$ cat config.mk
export PLATFORM = sky130hd
export DESIGN_NAME = antialiased_line_rasterizer_flat
export DESIGN_NICKNAME = d
export VERILOG_FILES = /design/src/design/alr_pkg.sv /design/src/design/alr_req_if.sv /design/src/design/alr_pix_if.sv /design/src/design/alr_div.sv /design/src/design/alr_ctrl.sv /design/src/design/alr_dp.sv /design/src/design/antialiased_line_rasterizer.sv /design/src/flat_wrapper.sv
export SDC_FILE = /design/constraint.sdc
export NUM_CORES = 1
export LEC_CHECK = 0
export CORE_MARGIN = 4
export CORE_UTILIZATION = 55
export DETAILED_ROUTE_END_ITERATION = 8
export DONT_BUFFER_PORTS = 1
export MAX_ROUTING_LAYER = met4
export PLACE_DENSITY = 0.78
export SETUP_SLACK_MARGIN = 0.1
export SYNTH_ARGS = -nofsm -noshare
export SYNTH_HDL_FRONTEND = slang
export SYNTH_SLANG_ARGS = --single-unit
export TNS_END_PERCENT = 10
$ cat constraint.sdc
create_clock -name clk -period 6.7 [get_ports clk]
set_input_delay 1.34 -clock clk [delete_from_list [all_inputs] [get_ports clk]]
set_output_delay 1.34 -clock clk [all_outputs]
set_load 0.02 [all_outputs]
$ cat src/design/alr_pkg.sv
// ----------------------------------------------------------------------------
// alr_pkg: shared types and constants of the anti-aliased line rasterizer
// Widths, request codes, line modes, controller states and the
// command/status structs between controller and datapath.
// ----------------------------------------------------------------------------
package alr_pkg;

	localparam int COORD_BITS = 12;
	localparam int FRAC_BITS  = 16;
	localparam int ACC_W      = COORD_BITS + FRAC_BITS;
	localparam int OUT_W      = 13;
	localparam int WGT_W      = 8;
	localparam int COLOR_W    = 24;
	localparam int Q_W        = FRAC_BITS + 1;
	localparam int REM_W      = COORD_BITS + 1;
	localparam int DCNT_W     = $clog2(FRAC_BITS + 1);

	localparam logic [WGT_W-1:0] WGT_FULL = {WGT_W{1'b1}};

	// request codes
	localparam logic REQ_START = 1'b0;
	localparam logic REQ_STEP  = 1'b1;

	typedef enum logic [1:0] {
		MODE_NONE  = 2'd0,
		MODE_VERT  = 2'd1,
		MODE_HORZ  = 2'd2,
		MODE_SLOPE = 2'd3
	} line_mode_t;

	typedef enum logic {
		ST_READY = 1'b0,
		ST_DIV   = 1'b1
	} ctrl_state_t;

	typedef struct packed {
		logic load;
		logic step;
		logic div_run;
	} cmd_t;

	typedef struct packed {
		logic start_sloped;
		logic active;
		logic div_done;
	} sts_t;

	typedef struct packed {
		logic [OUT_W-1:0]   pixel_a_x;
		logic [OUT_W-1:0]   pixel_a_y;
		logic [WGT_W-1:0]   weight_a;
		logic [OUT_W-1:0]   pixel_b_x;
		logic [OUT_W-1:0]   pixel_b_y;
		logic [WGT_W-1:0]   weight_b;
		logic               has_pair;
		logic [COLOR_W-1:0] color_rgb;
		logic               last;
	} pix_t;

endpackage

$ cat src/design/alr_req_if.sv
// ----------------------------------------------------------------------------
// alr_req_if: request channel of the line rasterizer
// Start or step requests with the two line endpoints.
// ----------------------------------------------------------------------------
interface alr_req_if;
	import alr_pkg::*;

	logic                  valid;
	logic                  ready;
	logic                  req_type;
	logic [COORD_BITS-1:0] x_start;
	logic [COORD_BITS-1:0] y_start;
	logic [COORD_BITS-1:0] x_end;
	logic [COORD_BITS-1:0] y_end;

	modport source (output valid, req_type, x_start, y_start, x_end, y_end, input ready);
	modport sink (input valid, req_type, x_start, y_start, x_end, y_end, output ready);

endinterface

$ cat src/design/alr_pix_if.sv
// ----------------------------------------------------------------------------
// alr_pix_if: pixel channel of the line rasterizer
// One pixel or pixel pair with weights, pair flag, color and end-of-line flag per active step request.
// ----------------------------------------------------------------------------
interface alr_pix_if;
	import alr_pkg::*;

	logic               valid;
	logic               ready;
	logic [OUT_W-1:0]   pixel_a_x;
	logic [OUT_W-1:0]   pixel_a_y;
	logic [WGT_W-1:0]   weight_a;
	logic [OUT_W-1:0]   pixel_b_x;
	logic [OUT_W-1:0]   pixel_b_y;
	logic [WGT_W-1:0]   weight_b;
	logic               has_pair;
	logic [COLOR_W-1:0] color_rgb;
	logic               last;

	modport source (output valid, pixel_a_x, pixel_a_y, weight_a, pixel_b_x, pixel_b_y,
		weight_b, has_pair, color_rgb, last, input ready);
	modport sink (input valid, pixel_a_x, pixel_a_y, weight_a, pixel_b_x, pixel_b_y,
		weight_b, has_pair, color_rgb, last, output ready);

endinterface

$ cat src/design/alr_div.sv
// ----------------------------------------------------------------------------
// alr_div: bit-serial gradient divider
// Restoring division of minor_delta * 2^FRAC_BITS by major_delta, one
// quotient bit per cycle. Minor delta never exceeds major delta, so the
// quotient fits in FRAC_BITS+1 bits.
// ----------------------------------------------------------------------------
module alr_div (
	input  logic                          clk,
	input  logic                          arst_n,
	input  logic                          load,
	input  logic                          run,
	input  logic [alr_pkg::COORD_BITS-1:0] dividend,
	input  logic [alr_pkg::COORD_BITS-1:0] divisor,
	output logic                          done,
	output logic [alr_pkg::Q_W-1:0]        quotient
);
	import alr_pkg::*;

	logic [REM_W-1:0]      rem_q;
	logic [COORD_BITS-1:0] dvs_q;
	logic [Q_W-1:0]        quo_q;
	logic [DCNT_W-1:0]     cnt_q;
	logic                  ge;
	logic [REM_W-1:0]      diff;
	logic [REM_W-1:0]      rem_next;

	// one restoring step
	assign ge       = rem_q >= {1'b0, dvs_q};
	assign diff     = rem_q - {1'b0, dvs_q};
	assign rem_next = (ge ? diff : rem_q) << 1;
	assign quotient = {quo_q[Q_W-2:0], ge};
	assign done     = run && (cnt_q == '0);

	// step counter
	always_ff @(posedge clk or negedge arst_n) begin
		if (!arst_n) begin
			cnt_q <= '0;
		end else if (load) begin
			cnt_q <= DCNT_W'(FRAC_BITS);
		end else if (run && cnt_q != '0) begin
			cnt_q <= cnt_q - 1'b1;
		end
	end

	// remainder and quotient
	always_ff @(posedge clk) begin
		if (load) begin
			rem_q <= {1'b0, dividend};
			dvs_q <= divisor;
			quo_q <= '0;
		end else if (run) begin
			rem_q <= rem_next;
			quo_q <= quotient;
		end
	end

endmodule

$ cat src/design/alr_ctrl.sv
// ----------------------------------------------------------------------------
// alr_ctrl: rasterizer controller
// Handshake control, output slot valid and the wait for the gradient divider.
// ----------------------------------------------------------------------------
module alr_ctrl (
	input  logic          clk,
	input  logic          arst_n,
	input  logic          req_valid,
	input  logic          req_type,
	output logic          req_ready,
	output logic          pix_valid,
	input  logic          pix_ready,
	input  alr_pkg::sts_t sts,
	output alr_pkg::cmd_t cmd
);
	import alr_pkg::*;

	ctrl_state_t state_q, state_d;
	logic        out_valid_q;
	logic        accept;

	assign req_ready = (state_q == ST_READY) && (!out_valid_q || pix_ready);
	assign accept    = req_valid && req_ready;
	assign pix_valid = out_valid_q;

	// next state
	always_comb begin
		state_d = state_q;
		unique case (state_q)
			ST_READY: begin
				if (accept && req_type == REQ_START && sts.start_sloped) state_d = ST_DIV;
			end
			ST_DIV: begin
				if (sts.div_done) state_d = ST_READY;
			end
			default: state_d = ST_READY;
		endcase
	end

	// commands
	always_comb begin
		cmd.load    = accept && (req_type == REQ_START);
		cmd.step    = accept && (req_type == REQ_STEP);
		cmd.div_run = (state_q == ST_DIV);
	end

	always_ff @(posedge clk or negedge arst_n) begin
		if (!arst_n) begin
			state_q <= ST_READY;
		end else begin
			state_q <= state_d;
		end
	end

	// output slot
	always_ff @(posedge clk or negedge arst_n) begin
		if (!arst_n) begin
			out_valid_q <= 1'b0;
		end else if (cmd.step && sts.active) begin
			out_valid_q <= 1'b1;
		end else if (pix_ready) begin
			out_valid_q <= 1'b0;
		end
	end

	a_slope_waits: assert property (@(posedge clk) disable iff (!arst_n)
		cmd.load && sts.start_sloped |=> state_q == ST_DIV && !req_ready)
		else $error("sloped start did not wait for divider");

	a_div_holds: assert property (@(posedge clk) disable iff (!arst_n)
		state_q == ST_DIV && !sts.div_done |=> state_q == ST_DIV)
		else $error("divider wait left early");

	a_step_result: assert property (@(posedge clk) disable iff (!arst_n)
		cmd.step && sts.active |=> pix_valid)
		else $error("active step gave no pixel");

	a_no_accept_full: assert property (@(posedge clk) disable iff (!arst_n)
		pix_valid && !pix_ready |-> !accept)
		else $error("request taken while pixel slot blocked");

endmodule

$ cat src/design/alr_dp.sv
// ----------------------------------------------------------------------------
// alr_dp: rasterizer datapath
// Line setup, walk registers, gradient divider, weights and pixel register.
// ----------------------------------------------------------------------------
module alr_dp (
	input  logic                           clk,
	input  logic                           arst_n,
	input  logic                           cfg_we,
	input  logic [alr_pkg::COLOR_W-1:0]    cfg_wdata,
	input  logic [alr_pkg::COORD_BITS-1:0] x_start,
	input  logic [alr_pkg::COORD_BITS-1:0] y_start,
	input  logic [alr_pkg::COORD_BITS-1:0] x_end,
	input  logic [alr_pkg::COORD_BITS-1:0] y_end,
	input  alr_pkg::cmd_t                  cmd,
	output alr_pkg::sts_t                  sts,
	output alr_pkg::pix_t                  pix
);
	import alr_pkg::*;

	// walk state
	logic                  active_q;
	line_mode_t            mode_q;
	logic                  steep_q;
	logic                  neg_q;
	logic [COORD_BITS-1:0] pos_q;
	logic [COORD_BITS-1:0] end_q;
	logic [ACC_W-1:0]      acc_q;
	logic [ACC_W-1:0]      slope_q;
	logic [COLOR_W-1:0]    color_q;
	pix_t                  pix_q;

	// setup decode
	logic [COORD_BITS-1:0] adx, ady;
	logic                  steep, swap;
	logic [COORD_BITS-1:0] a1, b1, a2, b2, amag, bmag;
	line_mode_t            mode_d;
	logic [COORD_BITS-1:0] pos_d, end_d, minor_d;

	// divider
	logic           div_done;
	logic [Q_W-1:0] quotient;

	// step decode
	logic [COORD_BITS-1:0]  minor;
	logic [COORD_BITS:0]    minor_p1;
	logic [FRAC_BITS-1:0]   frac;
	logic [FRAC_BITS+7:0]   wb_full;
	logic [WGT_W-1:0]       wb;
	logic                   is_last;
	pix_t                   pix_d;

	// endpoint setup
	always_comb begin
		adx   = (x_start > x_end) ? x_start - x_end : x_end - x_start;
		ady   = (y_start > y_end) ? y_start - y_end : y_end - y_start;
		steep = ady > adx;
		a1    = steep ? y_start : x_start;
		b1    = steep ? x_start : y_start;
		a2    = steep ? y_end : x_end;
		b2    = steep ? x_end : y_end;
		amag  = steep ? ady : adx;
		bmag  = steep ? adx : ady;
		swap  = a1 > a2;
		if (adx == '0) begin
			mode_d  = MODE_VERT;
			pos_d   = (y_start < y_end) ? y_start : y_end;
			end_d   = (y_start < y_end) ? y_end : y_start;
			minor_d = x_start;
		end else if (ady == '0) begin
			mode_d  = MODE_HORZ;
			pos_d   = (x_start < x_end) ? x_start : x_end;
			end_d   = (x_start < x_end) ? x_end : x_start;
			minor_d = y_start;
		end else begin
			mode_d  = MODE_SLOPE;
			pos_d   = swap ? a2 : a1;
			end_d   = swap ? a1 : a2;
			minor_d = swap ? b2 : b1;
		end
	end

	assign sts.start_sloped = (mode_d == MODE_SLOPE);
	assign sts.active       = active_q;
	assign sts.div_done     = div_done;

	alr_div u_div (
		.clk      (clk),
		.arst_n   (arst_n),
		.load     (cmd.load),
		.run      (cmd.div_run),
		.dividend (bmag),
		.divisor  (amag),
		.done     (div_done),
		.quotient (quotient)
	);

	// column decode
	always_comb begin
		minor    = acc_q[ACC_W-1:FRAC_BITS];
		frac     = acc_q[FRAC_BITS-1:0];
		minor_p1 = {1'b0, minor} + 1'b1;
		wb_full  = ({frac, 8'd0} - {8'd0, frac}) + (FRAC_BITS+8)'(1 << (FRAC_BITS - 1));
		wb       = wb_full[FRAC_BITS+7:FRAC_BITS];
		is_last  = (pos_q == end_q);
		pix_d.color_rgb = color_q;
		pix_d.last      = is_last;
		if (mode_q == MODE_SLOPE) begin
			pix_d.pixel_a_x = steep_q ? OUT_W'(minor) : OUT_W'(pos_q);
			pix_d.pixel_a_y = steep_q ? OUT_W'(pos_q) : OUT_W'(minor);
			pix_d.pixel_b_x = steep_q ? OUT_W'(minor_p1) : OUT_W'(pos_q);
			pix_d.pixel_b_y = steep_q ? OUT_W'(pos_q) : OUT_W'(minor_p1);
			pix_d.weight_a  = WGT_FULL - wb;
			pix_d.weight_b  = wb;
			pix_d.has_pair  = 1'b1;
		end else begin
			pix_d.pixel_a_x = (mode_q == MODE_VERT) ? OUT_W'(minor) : OUT_W'(pos_q);
			pix_d.pixel_a_y = (mode_q == MODE_VERT) ? OUT_W'(pos_q) : OUT_W'(minor);
			pix_d.pixel_b_x = '0;
			pix_d.pixel_b_y = '0;
			pix_d.weight_a  = WGT_FULL;
			pix_d.weight_b  = '0;
			pix_d.has_pair  = 1'b0;
		end
	end

	// line control state
	always_ff @(posedge clk or negedge arst_n) begin
		if (!arst_n) begin
			active_q <= 1'b0;
			mode_q   <= MODE_NONE;
			steep_q  <= 1'b0;
			neg_q    <= 1'b0;
			pos_q    <= '0;
			end_q    <= '0;
			acc_q    <= '0;
			slope_q  <= '0;
			color_q  <= '0;
		end else begin
			if (cfg_we) color_q <= cfg_wdata;
			if (cmd.load) begin
				active_q <= 1'b1;
				mode_q   <= mode_d;
				steep_q  <= (mode_d == MODE_SLOPE) && steep;
				neg_q    <= swap ? (b1 < b2) : (b2 < b1);
				pos_q    <= pos_d;
				end_q    <= end_d;
				acc_q    <= {minor_d, {FRAC_BITS{1'b0}}};
				slope_q  <= '0;
			end else if (div_done) begin
				slope_q <= neg_q ? ACC_W'(-ACC_W'(quotient)) : ACC_W'(quotient);
			end else if (cmd.step && active_q) begin
				if (is_last) begin
					active_q <= 1'b0;
				end else begin
					pos_q <= pos_q + 1'b1;
					acc_q <= acc_q + slope_q;
				end
			end
		end
	end

	// pixel register
	always_ff @(posedge clk) begin
		if (cmd.step && active_q) pix_q <= pix_d;
	end

	assign pix = pix_q;

endmodule

$ cat src/design/antialiased_line_rasterizer.sv
// ----------------------------------------------------------------------------
// antialiased_line_rasterizer: Wu-style anti-aliased line walker
// Top level joining controller, datapath and the two stream channels.
// ----------------------------------------------------------------------------
// A start request latches two endpoints and a step request returns the pixel
// or pair of one column, or nothing when no line is active. Step requests are
// taken one per cycle unless back-pressure holds the pixel output, with a
// registered pixel output in between. An axis-aligned start does not wait;
// a sloped start waits for the bit-serial divider that forms the gradient
// one quotient bit per cycle, and no request is taken during that wait. The
// color register may be written only while no line work is pending.
module antialiased_line_rasterizer (
	input  logic                        clk,
	input  logic                        arst_n,
	input  logic                        cfg_we,
	input  logic [alr_pkg::COLOR_W-1:0] cfg_wdata,
	alr_req_if.sink                     req,
	alr_pix_if.source                   pix
);
	import alr_pkg::*;

	cmd_t cmd;
	sts_t sts;
	pix_t pix_data;

	alr_ctrl u_ctrl (
		.clk       (clk),
		.arst_n    (arst_n),
		.req_valid (req.valid),
		.req_type  (req.req_type),
		.req_ready (req.ready),
		.pix_valid (pix.valid),
		.pix_ready (pix.ready),
		.sts       (sts),
		.cmd       (cmd)
	);

	alr_dp u_dp (
		.clk       (clk),
		.arst_n    (arst_n),
		.cfg_we    (cfg_we),
		.cfg_wdata (cfg_wdata),
		.x_start   (req.x_start),
		.y_start   (req.y_start),
		.x_end     (req.x_end),
		.y_end     (req.y_end),
		.cmd       (cmd),
		.sts       (sts),
		.pix       (pix_data)
	);

	// pixel payload
	assign pix.pixel_a_x = pix_data.pixel_a_x;
	assign pix.pixel_a_y = pix_data.pixel_a_y;
	assign pix.weight_a  = pix_data.weight_a;
	assign pix.pixel_b_x = pix_data.pixel_b_x;
	assign pix.pixel_b_y = pix_data.pixel_b_y;
	assign pix.weight_b  = pix_data.weight_b;
	assign pix.has_pair  = pix_data.has_pair;
	assign pix.color_rgb = pix_data.color_rgb;
	assign pix.last      = pix_data.last;

endmodule
$ cat src/flat_wrapper.sv
// flat-port wrapper written by rule: the top's interface ports become plain ports
module antialiased_line_rasterizer_flat import alr_pkg::*;
  (clk, arst_n, cfg_we, cfg_wdata, req_valid, req_req_type, req_x_start, req_y_start, req_x_end, req_y_end, req_ready, pix_valid, pix_pixel_a_x, pix_pixel_a_y, pix_weight_a, pix_pixel_b_x, pix_pixel_b_y, pix_weight_b, pix_has_pair, pix_color_rgb, pix_last, pix_ready);
  alr_req_if req_i ();
  alr_pix_if pix_i ();
  input  logic clk;
  input  logic arst_n;
  input  logic cfg_we;
  input  logic [alr_pkg::COLOR_W-1:0] cfg_wdata;
  input wire logic [$bits(req_i.valid)-1:0] req_valid;
  input wire logic [$bits(req_i.req_type)-1:0] req_req_type;
  input wire logic [$bits(req_i.x_start)-1:0] req_x_start;
  input wire logic [$bits(req_i.y_start)-1:0] req_y_start;
  input wire logic [$bits(req_i.x_end)-1:0] req_x_end;
  input wire logic [$bits(req_i.y_end)-1:0] req_y_end;
  output wire logic [$bits(req_i.ready)-1:0] req_ready;
  output wire logic [$bits(pix_i.valid)-1:0] pix_valid;
  output wire logic [$bits(pix_i.pixel_a_x)-1:0] pix_pixel_a_x;
  output wire logic [$bits(pix_i.pixel_a_y)-1:0] pix_pixel_a_y;
  output wire logic [$bits(pix_i.weight_a)-1:0] pix_weight_a;
  output wire logic [$bits(pix_i.pixel_b_x)-1:0] pix_pixel_b_x;
  output wire logic [$bits(pix_i.pixel_b_y)-1:0] pix_pixel_b_y;
  output wire logic [$bits(pix_i.weight_b)-1:0] pix_weight_b;
  output wire logic [$bits(pix_i.has_pair)-1:0] pix_has_pair;
  output wire logic [$bits(pix_i.color_rgb)-1:0] pix_color_rgb;
  output wire logic [$bits(pix_i.last)-1:0] pix_last;
  input wire logic [$bits(pix_i.ready)-1:0] pix_ready;
  assign req_i.valid = req_valid;
  assign req_i.req_type = req_req_type;
  assign req_i.x_start = req_x_start;
  assign req_i.y_start = req_y_start;
  assign req_i.x_end = req_x_end;
  assign req_i.y_end = req_y_end;
  assign req_ready = req_i.ready;
  assign pix_valid = pix_i.valid;
  assign pix_pixel_a_x = pix_i.pixel_a_x;
  assign pix_pixel_a_y = pix_i.pixel_a_y;
  assign pix_weight_a = pix_i.weight_a;
  assign pix_pixel_b_x = pix_i.pixel_b_x;
  assign pix_pixel_b_y = pix_i.pixel_b_y;
  assign pix_weight_b = pix_i.weight_b;
  assign pix_has_pair = pix_i.has_pair;
  assign pix_color_rgb = pix_i.color_rgb;
  assign pix_last = pix_i.last;
  assign pix_i.ready = pix_ready;
  antialiased_line_rasterizer u_core (.clk(clk), .arst_n(arst_n), .cfg_we(cfg_we), .cfg_wdata(cfg_wdata), .req(req_i), .pix(pix_i));
endmodule
==> metrics.yaml <==
timing:
  finalSetupViolCount: 0
  max_freq_mhz: 152.5
  hold_violations: 0
  fin_crit_sh: 0.9788
  worst_pin_slew_ns: 1.377
  grt_setup_unrepaired: "yes"
  skew_ns: 0.02142
  period_needed_ns: 6.558
  slew_headroom: 0.07894
  maxSlewViolCount: 0
critical_path:
  crit_path_end_kind: "register"
  crit_type: "in2reg"
  r2r_setup_slack_ns: 2.42
  reg2regPathDepth: 11
  start_kind: "primary input"
  worstPathArrival_ns: 6.96
  max_stage_delay_ns: 0.40
  r2r_end: "u_core.u_dp.acc_q[27]"
  crit_fanout: 8
  critPathSlowestCell: "o31ai_2"
  worst_ep_required_time_ns: 7.10
  rr_startpoint: "u_core.u_dp.acc_q[1]"
detailed_routing:
  drt_iter0_drc: 1913
  vias: 17629
  ant_nets: 0
  viasPerCell: 6.316
  routed_wl_mm: 66.38
  wl_per_cell_um: 23.78
  drcViolationCount: 0
  drt-pass1-iter-count: 7
clock_network:
  postCtsHoldBufs: 0
  clock_sinks: 249
  cts_made_buffers: 25
  clockRootBuffer: "clkbuf_16"
  clk_pin_slew_ns: 0.06
  cts_tree: "done"
  insertion_delay_ns: 0.53
  cts_buffer_depth: 3
  h-tree-depth: 1
floorplanning:
  initial_core_util: 0.5585
  core_um2: 33530
  io_pins: 174
  die_x_um: 192.5
  dieArea_um2: 37060
  die_h_um: 192.5
  placementRows: 67
logic_synthesis:
  synthTopCellsByArea: "edfxtp_1, dfrtp_1, ha_1"
  synthCells: 2101
  yosys_most_used_dff: "edfxtp_1"
  synth_top_area_frac: 0.1860
  ys_ff_latch: 249
  syn_area_um2: 18730
  yosys.area.top_type: "edfxtp_1"
  ys_types: 92
  postSynthAreaPerCell_um2: 8.913
  ys_seq_area_frac: 0.3592
  async_flop_share: 0.4659
  synth_edf_count: 116
  ys_warn_count: 0
final_layout:
  final_cell_area_um2: 22990
  layout_commonest_cell: "buf_4"
  syn_to_final_growth_pct: 22.77
  drive_gt1_frac: 0.2365
  final_nets: 2555
  fill_cells: 2570
  final_cell_mix: "buf_4, nor2_1, nand2_1"
global_routing:
  grt_max_degree: 117
  antenna_found_initial: 1
  overflow: 0
  grt_usage: 0.3549
  grt_pass1_wl_mm: 99.22
  first_global_vias: 17195
hold_path:
  hold_start: "u_core.u_dp.color_q[5]"
  min_to: "u_core.u_dp.pix[6]"
  hold_depth: 0
  hold_path_class: "reg2reg"
power:
  ir_drop_mv: 0.2282
  powerDensity_nw_per_um2: 482.2
  total_power_mw: 11.09
  power_leakage_nw: 10.16
placement:
  io_buffers: 0
  routabilityCongestion: 1.038
  hpwl_mm: 49.73
  post_dp_cell_area_um2: 21070
job:
  maxCapViolations: 0
outcome:
  status: "finished, final reports clean"
## metal layers
layer / wire length, um / track usage / part of all wire
met5: 0 / - / 0
met1: 26010 / 0.4389 / 0.39
met3: 6079 / 0.06711 / 0.092
met4: 2685 / 0.1259 / 0.040
met2: 31600 / 0.5855 / 0.48
## report_power, final
part | switching, mW | internal [mW] | leakage [nW]
combinational | 3.60 | 3.23 | 7.10
sequential | 0.582 | 2.20 | 2.63
clock | 0.593 | 0.878 | 0.429
## worst max-delay path, delay by kind of cell
family          cells  cell delay [ns]
fa+ha+maj           4             1.03
simple gates        5             0.67
compound gates     14             2.19
mux                 1             0.23
buf+inv            11             1.25
xor+xnor            1             0.24
## Yosys cell counts (17+ instances only)
| master | count |
|---|---|
| nor2_1 | 187 |
| a21oi_1 | 170 |
| nand2_1 | 169 |
| ha_1 | 148 |
| inv_1 | 128 |
| o21ai_0 | 121 |
| dfrtp_1 | 116 |
| edfxtp_1 | 116 |
| clkbuf_1 | 74 |
| a21o_1 | 57 |
| mux2i_1 | 57 |
| xor2_1 | 55 |
| mux2_2 | 48 |
| nand3_1 | 48 |
| nor3_1 | 36 |
| xnor2_1 | 36 |
| a211oi_1 | 27 |
| nand4_1 | 26 |
| and2_1 | 25 |
| o211ai_1 | 24 |
| o21a_1 | 24 |
| a31oi_1 | 21 |
| nor2b_1 | 21 |
| o2111ai_1 | 21 |
| and3_1 | 20 |
| buf_2 | 20 |
| nand2b_1 | 20 |
| nor4_1 | 18 |
| or3_1 | 18 |
| dfxtp_1 | 17 |
## kinds of logic after synthesis
family | count (synthesis) | synth area share
compound gates | 616 | 0.2137
xor+xnor | 94 | 0.04517
fa+ha+maj | 154 | 0.1053
buf+inv | 253 | 0.05465
flops | 249 | 0.3592
mux | 106 | 0.06007
other cells | 1 | 0.0002002
simple gates | 628 | 0.1618
## final cells by class
class | count | area (um^2) | area share
multi-input combinational | 1600 | 11720 | 0.5097
sequential | 249 | 6726 | 0.2926
timing repair buffer | 314 | 2595 | 0.1129
clock buffer | 31 | 678.2 | 0.02950
tap | 448 | 560.5 | 0.02438
inverter | 133 | 518.0 | 0.02253
clock inverter | 15 | 191.4 | 0.008327
antenna | 1 | 2.502 | 0.0001088
## worst max path at each step
| stage | from | endpoint | slack, ns | depth (start not counted) |
|---|---|---|---|---|
| after global routing | req_y_end[4] | u_core.u_dp.acc_q[16] | -0.01 | 35 |
| after CTS | req_y_start[0] | u_core.u_dp.acc_q[23] | 0.10 | 31 |
| after detailed placement | req_x_end[8] | u_core.u_dp.acc_q[23] | -0.90 | 29 |
| final | req_x_start[0] | u_core.u_dp.acc_q[23] | 0.14 | 36 |
| after global placement | req_x_end[8] | u_core.u_dp.acc_q[23] | -0.84 | 29 |
| after floorplan | req_y_start[0] | u_core.u_dp.end_q[2] | -0.09 | 33 |
## per-stage QoR
step                  util  setup TNS [ns]  instances  hold slack, ns  setup slack (ns)
floorplan                -         -0.7313       2102          0.4211          -0.08984
global placement    0.6284          -19.07       2706          0.4245           -0.8445
detailed placement  0.6284          -20.96       2706          0.4317           -0.8952
CTS                 0.6638               0       2766          0.4393            0.1009
global route        0.6856        -0.02227       2791          0.4564          -0.01248
finish              0.6856               0       2791          0.4395            0.1419
## flip-flops by register name (all words and copies together) (netlist names), 2 cells and up
register / count
u_core.u_dp.acc_q: 28
u_core.u_dp.color_q: 24
u_core.u_dp.end_q: 12
u_core.u_dp.mode_q: 2
u_core.u_dp.pix: 92
u_core.u_dp.pos_q: 12
u_core.u_dp.slope_q: 28
u_core.u_dp.u_div.cnt_q: 5
u_core.u_dp.u_div.dvs_q: 12
u_core.u_dp.u_div.quo_q: 16
u_core.u_dp.u_div.rem_q: 13
## timing repair
item | in CTS | in global routing
buffers inserted | 12 | 22
pin swaps | 21 | 59
setup endpoints to repair | 37 | 37
resized for setup | 31 | 100
gates cloned | 2 | 2
Power figures use the tool's default switching activity.
